$ cat src/design/tti_pkg.sv
// ----------------------------------------------------------------------------
// tti_pkg
// Shared types, field widths and codes of the thermistor table interpolator.
// ----------------------------------------------------------------------------
package tti_pkg;

    // Field widths
    localparam int RES_W   = 20;
    localparam int TEMP_W  = 17;
    localparam int INDEX_W = 6;
    localparam int EU_W    = 7;
    localparam int STAT_W  = 3;

    // Default table depth and register reset
    localparam int TABLE_DEPTH_DEFAULT = 64;
    localparam logic [EU_W-1:0] ENTRIES_USED_RESET = 7'd35;

    // Divider: magnitude of the product fits in DIV_W bits, two bits a cycle
    localparam int DIV_W     = 38;
    localparam int DIVISOR_W = RES_W;
    localparam int DIV_STEPS = DIV_W / 2;

    // Command codes
    localparam logic CMD_LOAD    = 1'b0;
    localparam logic CMD_CONVERT = 1'b1;

    // Status codes
    localparam logic [STAT_W-1:0] ST_INTERP  = 3'd0;
    localparam logic [STAT_W-1:0] ST_FIRST   = 3'd1;
    localparam logic [STAT_W-1:0] ST_LAST    = 3'd2;
    localparam logic [STAT_W-1:0] ST_LOADED  = 3'd3;
    localparam logic [STAT_W-1:0] ST_ZERODIV = 3'd4;

    // Sequencer states
    typedef enum logic [3:0] {
        S_IDLE,
        S_RD0,
        S_RD1,
        S_SRCH,
        S_MUL,
        S_ABS,
        S_DIV,
        S_OUT
    } tti_state_t;

    // Divider status toward the sequencer
    typedef struct packed {
        logic busy;
        logic done;
    } tti_div_stat_t;

endpackage

$ cat src/design/tti_ram.sv
// ----------------------------------------------------------------------------
// tti_ram
// Generic single-write, single-read synchronous RAM with registered read.
// ----------------------------------------------------------------------------
module tti_ram #(
    parameter int WIDTH = 8,
    parameter int DEPTH = 16
) (
    input  logic                     clk,
    input  logic                     we,
    input  logic [$clog2(DEPTH)-1:0] waddr,
    input  logic [WIDTH-1:0]         wdata,
    input  logic                     re,
    input  logic [$clog2(DEPTH)-1:0] raddr,
    output logic [WIDTH-1:0]         rdata
);

    logic [WIDTH-1:0] mem [DEPTH];

    // Write port
    always_ff @(posedge clk)
    begin
        if (we)
        begin
            mem[waddr] <= wdata;
        end
    end

    // Registered read port
    always_ff @(posedge clk)
    begin
        if (re)
        begin
            rdata <= mem[raddr];
        end
    end

endmodule

$ cat src/design/tti_divider.sv
// ----------------------------------------------------------------------------
// tti_divider
// Iterative unsigned restoring divider, two quotient bits per cycle.
// ----------------------------------------------------------------------------
module tti_divider (
    input  logic                            clk,
    input  logic                            rst_n,
    input  logic                            start,
    input  logic [tti_pkg::DIV_W-1:0]       dividend,
    input  logic [tti_pkg::DIVISOR_W-1:0]   divisor,
    output logic [tti_pkg::DIV_W-1:0]       quotient,
    output tti_pkg::tti_div_stat_t          stat
);

    localparam int DW    = tti_pkg::DIV_W;
    localparam int VW    = tti_pkg::DIVISOR_W;
    localparam int STEPS = tti_pkg::DIV_STEPS;
    localparam int CNT_W = $clog2(STEPS + 1);

    logic [DW-1:0]    quo_reg, quo_next;
    logic [VW-1:0]    rem_reg, rem_next;
    logic [VW-1:0]    dvs_reg;
    logic [CNT_W-1:0] cnt_reg;
    logic             busy_reg;
    logic             done_reg;

    // Two dependent shift-compare-subtract steps
    always_comb
    begin
        logic [DW-1:0] q;
        logic [VW-1:0] r;
        logic [VW:0]   trial;
        q = quo_reg;
        r = rem_reg;
        for (int i = 0; i < 2; i++)
        begin
            trial = {r, q[DW-1]};
            q = {q[DW-2:0], 1'b0};
            if (trial >= {1'b0, dvs_reg})
            begin
                trial = trial - {1'b0, dvs_reg};
                q[0] = 1'b1;
            end
            r = trial[VW-1:0];
        end
        quo_next = q;
        rem_next = r;
    end

    // Control: load on start, count down the steps, pulse done
    always_ff @(posedge clk or negedge rst_n)
    begin
        if (!rst_n)
        begin
            busy_reg <= 1'b0;
            done_reg <= 1'b0;
            cnt_reg  <= '0;
        end
        else if (start)
        begin
            busy_reg <= 1'b1;
            done_reg <= 1'b0;
            cnt_reg  <= CNT_W'(STEPS);
        end
        else if (busy_reg)
        begin
            cnt_reg <= cnt_reg - CNT_W'(1);
            if (cnt_reg == CNT_W'(1))
            begin
                busy_reg <= 1'b0;
                done_reg <= 1'b1;
            end
        end
        else
        begin
            done_reg <= 1'b0;
        end
    end

    // Datapath registers
    always_ff @(posedge clk)
    begin
        if (start)
        begin
            quo_reg <= dividend;
            rem_reg <= '0;
            dvs_reg <= divisor;
        end
        else if (busy_reg)
        begin
            quo_reg <= quo_next;
            rem_reg <= rem_next;
        end
    end

    assign quotient  = quo_reg;
    assign stat.busy = busy_reg;
    assign stat.done = done_reg;

endmodule

$ cat src/design/thermistor_table_interpolator.sv
// ----------------------------------------------------------------------------
// thermistor_table_interpolator
// Resistance to temperature conversion by table search and interpolation.
// ----------------------------------------------------------------------------
// Input transactions arrive on s_*: s_tuser selects load (0) or convert (1).
// A load writes one resistance/temperature pair into the table RAM and
// answers temperature 0, status loaded. A convert searches the table (sorted
// by falling resistance) and answers a clamped or interpolated temperature
// on m_*, with the status in m_tuser. One result per input transaction.
// A load goes straight to the output; a convert reads the first entry, then
// the last, clamping on either, and else searches the table with at most
// ceil(log2(n-1)) search reads for n used entries (six for the default 35)
// before it interpolates. The table RAM port serves one read per search
// step, and the divider retires two quotient bits per cycle.
// One item is in work at a time; s_tready is high only while the sequencer
// is idle. A result waits in the output register while the receiver stalls,
// and the next item is taken meanwhile; it finishes only once that register
// is free. Reset clears control state and sets entries_used to 35; the
// table is undefined until written, so no clearing pass is needed.
// ----------------------------------------------------------------------------
module thermistor_table_interpolator #(
    parameter int TABLE_DEPTH = tti_pkg::TABLE_DEPTH_DEFAULT
) (
    input  logic                      clk,
    input  logic                      rst_n,
    // s_tdata: entry_index[5:0], resistance[25:6], entry_temperature[42:26]
    input  logic [47:0]               s_tdata,
    // s_tuser: cmd[0]
    input  logic [0:0]                s_tuser,
    input  logic                      s_tvalid,
    output logic                      s_tready,
    // m_tdata: temperature[16:0]
    output logic [23:0]               m_tdata,
    // m_tuser: status[2:0]
    output logic [2:0]                m_tuser,
    output logic                      m_tvalid,
    input  logic                      m_tready,
    input  logic                      cfg_we,
    input  logic [tti_pkg::EU_W-1:0]  cfg_wdata
);

    localparam int IDX_W  = $clog2(TABLE_DEPTH);
    localparam int RES_W  = tti_pkg::RES_W;
    localparam int TEMP_W = tti_pkg::TEMP_W;
    localparam int MEM_W  = RES_W + TEMP_W;
    localparam int DW     = tti_pkg::DIV_W;
    localparam logic signed [39:0] TEMP_MIN = -40'sd65536;
    localparam logic signed [39:0] TEMP_MAX = 40'sd65535;

    // Input fields
    logic                           in_cmd;
    logic [tti_pkg::INDEX_W-1:0]    in_index;
    logic [RES_W-1:0]               in_res;
    logic [TEMP_W-1:0]              in_temp;

    assign in_index = s_tdata[5:0];
    assign in_res   = s_tdata[25:6];
    assign in_temp  = s_tdata[42:26];
    assign in_cmd   = s_tuser[0];

    // State
    tti_pkg::tti_state_t          state_reg, state_next;
    logic [tti_pkg::EU_W-1:0]     entries_used_reg;
    logic [RES_W-1:0]             x_reg, x_next;
    logic [IDX_W-1:0]             lo_reg, lo_next;
    logic [IDX_W-1:0]             hi_reg, hi_next;
    logic [IDX_W-1:0]             mid_reg, mid_next;
    logic [RES_W-1:0]             rlo_reg, rlo_next;
    logic [RES_W-1:0]             rhi_reg, rhi_next;
    logic [TEMP_W-1:0]            tlo_reg, tlo_next;
    logic [TEMP_W-1:0]            thi_reg, thi_next;
    logic signed [38:0]           num_reg, num_next;
    logic signed [20:0]           dx_reg, dx_next;
    logic                         neg_reg, neg_next;
    logic [TEMP_W-1:0]            pend_temp_reg, pend_temp_next;
    logic [2:0]                   pend_status_reg, pend_status_next;
    logic                         out_valid_reg, out_valid_next;
    logic [TEMP_W-1:0]            out_temp_reg, out_temp_next;
    logic [2:0]                   out_status_reg, out_status_next;

    // RAM and divider signals
    logic                         ram_we;
    logic [IDX_W-1:0]             ram_waddr;
    logic                         ram_re;
    logic [IDX_W-1:0]             ram_raddr;
    logic [MEM_W-1:0]             ram_rdata;
    logic [RES_W-1:0]             rd_res;
    logic [TEMP_W-1:0]            rd_temp;
    logic                         div_start;
    logic [DW-1:0]                div_dividend;
    logic [RES_W-1:0]             div_divisor;
    logic [DW-1:0]                div_quotient;
    tti_pkg::tti_div_stat_t       div_stat;

    // Search helpers
    logic [IDX_W-1:0]             last_idx;
    logic                         one_or_less;
    logic [IDX_W-1:0]             srch_lo;
    logic [IDX_W-1:0]             srch_hi;
    logic                         srch_more;
    logic [IDX_W:0]               srch_sum;
    logic [IDX_W-1:0]             srch_mid;
    logic                         in_accept;
    logic                         out_free;

    assign rd_res  = ram_rdata[RES_W-1:0];
    assign rd_temp = ram_rdata[MEM_W-1:RES_W];

    assign in_accept = s_tvalid && s_tready;
    assign s_tready  = (state_reg == tti_pkg::S_IDLE);
    assign out_free  = !out_valid_reg || m_tready;

    // Last used entry, saturated to the table depth
    assign one_or_less = (entries_used_reg <= 7'd1);
    assign last_idx = (32'(entries_used_reg) > TABLE_DEPTH) ? IDX_W'(TABLE_DEPTH - 1)
                                                            : IDX_W'(entries_used_reg - 7'd1);

    tti_ram #(
        .WIDTH (MEM_W),
        .DEPTH (TABLE_DEPTH)
    ) u_table (
        .clk   (clk),
        .we    (ram_we),
        .waddr (ram_waddr),
        .wdata ({in_temp, in_res}),
        .re    (ram_re),
        .raddr (ram_raddr),
        .rdata (ram_rdata)
    );

    tti_divider u_div (
        .clk      (clk),
        .rst_n    (rst_n),
        .start    (div_start),
        .dividend (div_dividend),
        .divisor  (div_divisor),
        .quotient (div_quotient),
        .stat     (div_stat)
    );

    // Bracket after the current read narrows it
    always_comb
    begin
        srch_lo = lo_reg;
        srch_hi = hi_reg;
        if (state_reg == tti_pkg::S_RD1)
        begin
            srch_lo = '0;
            srch_hi = last_idx;
        end
        else if (state_reg == tti_pkg::S_SRCH)
        begin
            if (rd_res <= x_reg)
            begin
                srch_hi = mid_reg;
            end
            else
            begin
                srch_lo = mid_reg;
            end
        end
    end

    assign srch_more = ({1'b0, srch_lo} + (IDX_W + 1)'(2)) <= {1'b0, srch_hi};
    assign srch_sum  = {1'b0, srch_lo} + {1'b0, srch_hi};
    assign srch_mid  = srch_sum[IDX_W:1];

    // Sequencer: next state and datapath
    always_comb
    begin
        logic signed [20:0] dx;
        logic signed [17:0] dy;
        logic signed [20:0] dxn;
        logic signed [38:0] num_mag;
        logic signed [20:0] dx_mag;
        logic signed [39:0] qs;
        logic signed [39:0] t;

        state_next       = state_reg;
        x_next           = x_reg;
        lo_next          = lo_reg;
        hi_next          = hi_reg;
        mid_next         = mid_reg;
        rlo_next         = rlo_reg;
        rhi_next         = rhi_reg;
        tlo_next         = tlo_reg;
        thi_next         = thi_reg;
        num_next         = num_reg;
        dx_next          = dx_reg;
        neg_next         = neg_reg;
        pend_temp_next   = pend_temp_reg;
        pend_status_next = pend_status_reg;
        out_valid_next   = out_valid_reg;
        out_temp_next    = out_temp_reg;
        out_status_next  = out_status_reg;
        ram_we           = 1'b0;
        ram_waddr        = IDX_W'(in_index);
        ram_re           = 1'b0;
        ram_raddr        = '0;
        div_start        = 1'b0;
        dx               = $signed({1'b0, rhi_reg}) - $signed({1'b0, rlo_reg});
        dy               = $signed({thi_reg[TEMP_W-1], thi_reg})
                         - $signed({tlo_reg[TEMP_W-1], tlo_reg});
        dxn              = $signed({1'b0, x_reg}) - $signed({1'b0, rlo_reg});
        num_mag          = num_reg[38] ? -num_reg : num_reg;
        dx_mag           = dx_reg[20] ? -dx_reg : dx_reg;
        div_dividend     = num_mag[DW-1:0];
        div_divisor      = dx_mag[RES_W-1:0];
        qs               = neg_reg ? -$signed({2'b00, div_quotient})
                                   : $signed({2'b00, div_quotient});
        t                = $signed({{23{tlo_reg[TEMP_W-1]}}, tlo_reg}) + qs;

        // Drop the output transaction once taken
        if (out_valid_reg && m_tready)
        begin
            out_valid_next = 1'b0;
        end

        unique case (state_reg)
            tti_pkg::S_IDLE:
            begin
                if (in_accept)
                begin
                    x_next = in_res;
                    if (in_cmd == tti_pkg::CMD_LOAD)
                    begin
                        ram_we           = (32'(in_index) < TABLE_DEPTH);
                        pend_temp_next   = '0;
                        pend_status_next = tti_pkg::ST_LOADED;
                        state_next       = tti_pkg::S_OUT;
                    end
                    else
                    begin
                        ram_re     = 1'b1;
                        ram_raddr  = '0;
                        state_next = tti_pkg::S_RD0;
                    end
                end
            end

            // First entry: clamp high side or fetch the last entry
            tti_pkg::S_RD0:
            begin
                lo_next  = '0;
                rlo_next = rd_res;
                tlo_next = rd_temp;
                if (one_or_less || (x_reg > rd_res))
                begin
                    pend_temp_next   = rd_temp;
                    pend_status_next = tti_pkg::ST_FIRST;
                    state_next       = tti_pkg::S_OUT;
                end
                else
                begin
                    ram_re     = 1'b1;
                    ram_raddr  = last_idx;
                    state_next = tti_pkg::S_RD1;
                end
            end

            // Last entry: clamp low side or start the search
            tti_pkg::S_RD1:
            begin
                hi_next  = last_idx;
                rhi_next = rd_res;
                thi_next = rd_temp;
                if (x_reg <= rd_res)
                begin
                    pend_temp_next   = rd_temp;
                    pend_status_next = tti_pkg::ST_LAST;
                    state_next       = tti_pkg::S_OUT;
                end
                else if (srch_more)
                begin
                    ram_re     = 1'b1;
                    ram_raddr  = srch_mid;
                    mid_next   = srch_mid;
                    state_next = tti_pkg::S_SRCH;
                end
                else
                begin
                    state_next = tti_pkg::S_MUL;
                end
            end

            // Narrow the bracket with the midpoint entry
            tti_pkg::S_SRCH:
            begin
                lo_next = srch_lo;
                hi_next = srch_hi;
                if (rd_res <= x_reg)
                begin
                    rhi_next = rd_res;
                    thi_next = rd_temp;
                end
                else
                begin
                    rlo_next = rd_res;
                    tlo_next = rd_temp;
                end
                if (srch_more)
                begin
                    ram_re     = 1'b1;
                    ram_raddr  = srch_mid;
                    mid_next   = srch_mid;
                end
                else
                begin
                    state_next = tti_pkg::S_MUL;
                end
            end

            // Slope numerator, or left temperature on a zero divisor
            tti_pkg::S_MUL:
            begin
                if (dx == 21'sd0)
                begin
                    pend_temp_next   = tlo_reg;
                    pend_status_next = tti_pkg::ST_ZERODIV;
                    state_next       = tti_pkg::S_OUT;
                end
                else
                begin
                    num_next   = dy * dxn;
                    dx_next    = dx;
                    state_next = tti_pkg::S_ABS;
                end
            end

            // Hand magnitudes to the divider, keep the quotient sign
            tti_pkg::S_ABS:
            begin
                div_start  = 1'b1;
                neg_next   = num_reg[38] ^ dx_reg[20];
                state_next = tti_pkg::S_DIV;
            end

            // Add the signed quotient and saturate
            tti_pkg::S_DIV:
            begin
                if (div_stat.done)
                begin
                    if (t < TEMP_MIN)
                    begin
                        pend_temp_next = TEMP_MIN[TEMP_W-1:0];
                    end
                    else if (t > TEMP_MAX)
                    begin
                        pend_temp_next = TEMP_MAX[TEMP_W-1:0];
                    end
                    else
                    begin
                        pend_temp_next = t[TEMP_W-1:0];
                    end
                    pend_status_next = tti_pkg::ST_INTERP;
                    state_next       = tti_pkg::S_OUT;
                end
            end

            // Move the result into the output register when it is free
            tti_pkg::S_OUT:
            begin
                if (out_free)
                begin
                    out_valid_next  = 1'b1;
                    out_temp_next   = pend_temp_reg;
                    out_status_next = pend_status_reg;
                    state_next      = tti_pkg::S_IDLE;
                end
            end

            default:
            begin
                state_next = tti_pkg::S_IDLE;
            end
        endcase
    end

    // Control registers
    always_ff @(posedge clk or negedge rst_n)
    begin
        if (!rst_n)
        begin
            state_reg        <= tti_pkg::S_IDLE;
            out_valid_reg    <= 1'b0;
            entries_used_reg <= tti_pkg::ENTRIES_USED_RESET;
        end
        else
        begin
            state_reg     <= state_next;
            out_valid_reg <= out_valid_next;
            if (cfg_we)
            begin
                entries_used_reg <= cfg_wdata;
            end
        end
    end

    // Payload registers
    always_ff @(posedge clk)
    begin
        x_reg           <= x_next;
        lo_reg          <= lo_next;
        hi_reg          <= hi_next;
        mid_reg         <= mid_next;
        rlo_reg         <= rlo_next;
        rhi_reg         <= rhi_next;
        tlo_reg         <= tlo_next;
        thi_reg         <= thi_next;
        num_reg         <= num_next;
        dx_reg          <= dx_next;
        neg_reg         <= neg_next;
        pend_temp_reg   <= pend_temp_next;
        pend_status_reg <= pend_status_next;
        out_temp_reg    <= out_temp_next;
        out_status_reg  <= out_status_next;
    end

    assign m_tvalid = out_valid_reg;
    assign m_tdata  = {7'b0, out_temp_reg};
    assign m_tuser  = out_status_reg;

    // Assertions
    a_busy_blocks_input: assert property (@(posedge clk) disable iff (!rst_n)
        div_stat.busy |-> !s_tready)
        else $error("input accepted while divider busy");

    a_done_in_div: assert property (@(posedge clk) disable iff (!rst_n)
        div_stat.done |-> (state_reg == tti_pkg::S_DIV))
        else $error("divider done outside divide state");

    a_bracket_order: assert property (@(posedge clk) disable iff (!rst_n)
        (state_reg == tti_pkg::S_SRCH) |-> (lo_reg < mid_reg) && (mid_reg < hi_reg))
        else $error("search bracket out of order");

    a_load_to_out: assert property (@(posedge clk) disable iff (!rst_n)
        (in_accept && (in_cmd == tti_pkg::CMD_LOAD)) |=> (state_reg == tti_pkg::S_OUT))
        else $error("load did not go to output");

endmodule
$ cat config.mk
export PLATFORM = sky130hd
export DESIGN_NAME = thermistor_table_interpolator
export DESIGN_NICKNAME = d
export VERILOG_FILES = /design/src/design/tti_pkg.sv /design/src/design/tti_ram.sv /design/src/design/tti_divider.sv /design/src/design/thermistor_table_interpolator.sv
export SDC_FILE = /design/constraint.sdc
export NUM_CORES = 2
export LEC_CHECK = 0
export CORE_MARGIN = 5
export CORE_UTILIZATION = 56
export CTS_CLUSTER_SIZE = 8
export DETAILED_ROUTE_END_ITERATION = 16
export DONT_BUFFER_PORTS = 1
export MAX_ROUTING_LAYER = met4
export PLACE_DENSITY_LB_ADDON = 0.1
export SYNTH_ARGS = -nofsm -noshare
export SYNTH_HDL_FRONTEND = slang
export SYNTH_SLANG_ARGS = --single-unit
export TNS_END_PERCENT = 5
$ cat constraint.sdc
create_clock -name clk -period 18.2 [get_ports clk]
set_clock_uncertainty 0.15 [all_clocks]
set_input_delay 0 -clock clk [delete_from_list [all_inputs] [get_ports clk]]
set_output_delay 0 -clock clk [all_outputs]
set_load 0.03 [all_outputs]
==> results_dict.tcl <==
set metrics [dict create \
    fill_cells 16995 \
    layout.nets 11256 \
    wire_per_inst_um 27.08 \
    drv_cap 0 \
    setup.worst_path.start_class "register" \
    yosys.area_share.simple_pct 12.36 \
    clock_sinks 2714 \
    cpMostUsedCell "fa_1" \
    finalCriticalPeriod_ns 11.51 \
    worstPathArrival_ns 12.01 \
    largest_reg_flops 2368 \
    tns_ns 0 \
    clk_latency_ns 0.98 \
    synth_compound_area_share_pct 7.601 \
    routed_wl_um 368300 \
    crit_path_end_kind "register" \
    cts.clk_slew.worst_paths_ns 0.07 \
    synth_commonest_cells "2676 x edfxtp_1, 1907 x nand2_1, 930 x nand3_1" \
    die_area_um2 241700 \
    ctsResizeCount 0 \
    synth_mux_area_share_pct 3.773 \
    cts_made_buffers 390 \
    grt_pass1_vias 84419 \
    avgSynthCellArea_um2 12.51 \
    timing.fmax_mhz 86.86 \
    htreeDepth 5 \
    yosys-top-cells-area "edfxtp_1 62%, fa_1 5.9%, nand2_1 5.5%" \
    grt_pass1_wl_um 544800 \
    synth_xor_area_share_pct 1.779 \
    synth_seq_area_share_pct 62.51 \
    slew_headroom_pct 18.89 \
    period_share_pct 63.26 \
    min_path_type "input port to register" \
    first_iter_violations 9893 \
    post-dp-hpwl_um 212700 \
    placement.io_buffers 0 \
    grt_antenna_before_repair 12 \
    synth-adder-area-share_pct 8.575 \
    cts-root-buf "clkbuf_16" \
    gp_congestion 0.9191 \
    coreArea_um2 230300 \
    vias 86031 \
    grt_util_all_layers_pct 30.81 \
    num_rows 176 \
    area_delta_synth_final_pct 12.94 \
    synthCells 10389 \
    dr.pass1.iters 6 \
    yosysTopAreaCell "edfxtp_1" \
    final_antenna_net_count 0 \
    tritoncts "built" \
    min_path_cells 3 \
    crit_path_top_delay_cell "nor2b_1" \
    post-synth-top-count-cell "edfxtp_1" \
    syn-cell-area_um2 129900 \
    grt_overflow_total 0 \
    grt_max_degree 155 \
    fp.dieW_um 491.7 \
    drive_above_1_share_pct 7.836 \
    netlist.area_leader.share_pct 61.85 \
    synth_warnings 0 \
    synth-async-reset-ratio_pct 0.6632 \
    die_h_um 491.7 \
    ff2ff_path_depth 35 \
    synth.distinct_cells 88 \
    path_class "register to register" \
    via_per_inst 6.324 \
    synth-seq-cells 2714 \
    worst-path-max-fanout 17 \
    synth_top_family_by_area "simple AND/OR/NAND/NOR gates" \
    tightestPinTransition_ns 1.217 \
    start_util_pct 56.41 \
    synth_enable_flop_cells 2676 \
    ios 90 \
    clockBufferDepth 4 \
    route.detailed.drc 0 \
    slowest_delay_ns 0.98 \
    status "completed" \
    ys.flop_type "edfxtp_1" \
    finalSetupViolations 0 \
    drv_slew 0 \
    dp_slack_ns 6.780 \
    grt_setup_unrepaired "no" \
    hold_violations 0 \
    fin_ws_ns 6.688 \
    cp.required_ns 18.70 \
]
area by class of cell:
cell class | count | area, um^2 | share of cell area [%]
antenna | 12 | 30.03 | 0.02046
clock buffer | 410 | 9930 | 6.767
clock inverter | 13 | 165.2 | 0.1125
inverter | 567 | 2128 | 1.450
multi-input combinational | 6516 | 45080 | 30.72
sequential | 2714 | 81210 | 55.34
tap | 3026 | 3786 | 2.580
timing repair buffer | 346 | 4417 | 3.010
worst max-delay path: cells and delay by family, from the launching register on:
family / cells / cell delay [ns]
fa+ha+maj: 9 / 4.19
compound gates: 11 / 3.09
simple gates: 8 / 2.64
buf+inv: 6 / 0.65
flops: 1 / 0.43
xor+xnor: 1 / 0.08
kinds of logic after synthesis:
group / after synthesis
AO/OA/AOI/OAI: 1388
XOR/XNOR: 263
adder cells (fa/ha/maj): 660
buffers and inverters: 1165
flip-flops: 2714
multiplexers: 488
other: 1
AND/OR/NAND/NOR: 3710
layer usage:
| layer | share of wire, % | wire, um | up-vias | GRT usage (%) |
|---|---|---|---|---|
| met5 | 0 | 0 | - | - |
| met4 | 3.6 | 13340 | 0 | 10.44 |
| met3 | 8.9 | 32960 | 740 | 5.188 |
| met2 | 48 | 175200 | 4044 | 48.28 |
| met1 | 40 | 146900 | 43286 | 41.40 |
| li1 | - | - | 37961 | - |
path summary, 6_finish.rpt:
path	startpoint	slack, ns	end
worst max-delay path	x_reg[0]	6.69	num_reg[38]
worst min-delay path	s_tdata[14]	0.07	u_table.mem[0][8]
worst max register to register	x_reg[0]	6.69	num_reg[38]
worst min register to register	pend_status_reg[0]	0.26	m_tuser[0]
max in group asynchronous	rst_n	16.20	u_div.cnt_reg[2]
min in group asynchronous	rst_n	0.53	entries_used_reg[1]
placed cells by master, fill, tap and decap left out, types with 158 or more instances in the layout:
cell type	n
edfxtp_1	2676
mux2i_1	474
buf_4	158
nor2_1	404
xnor2_1	167
clkbuf_16	394
fa_1	384
nand3_1	930
a221oi_1	299
ha_1	276
inv_1	565
a21oi_1	241
o21ai_0	196
nand2_1	1903
timing repair:
action / 4_1_cts / 5_1_grt
endpoints found under the hold margin: 2700 / 0
setup buffers: 0 / 0
endpoints found under the setup margin: 0 / 0
hold buffers: 175 / 0
stage by stage:
stage | hold slack, ns | utilization [%] | std cells | cell area, um^2
finish | 0.06562 | 63.71 | 13604 | 146700
detailed placement | -0.4451 | 58.02 | 12994 | 133600
global placement | -0.4451 | 58.02 | 12994 | 133600
CTS | 0.008188 | 63.69 | 13592 | 146700
global route | 0.02774 | 63.70 | 13600 | 146700
floorplan | -0.4456 | - | 10395 | 129900
Power is left out: the tool's default activity adds up to more than one toggle a clock period on the data nets, which glitch-free logic cannot reach.
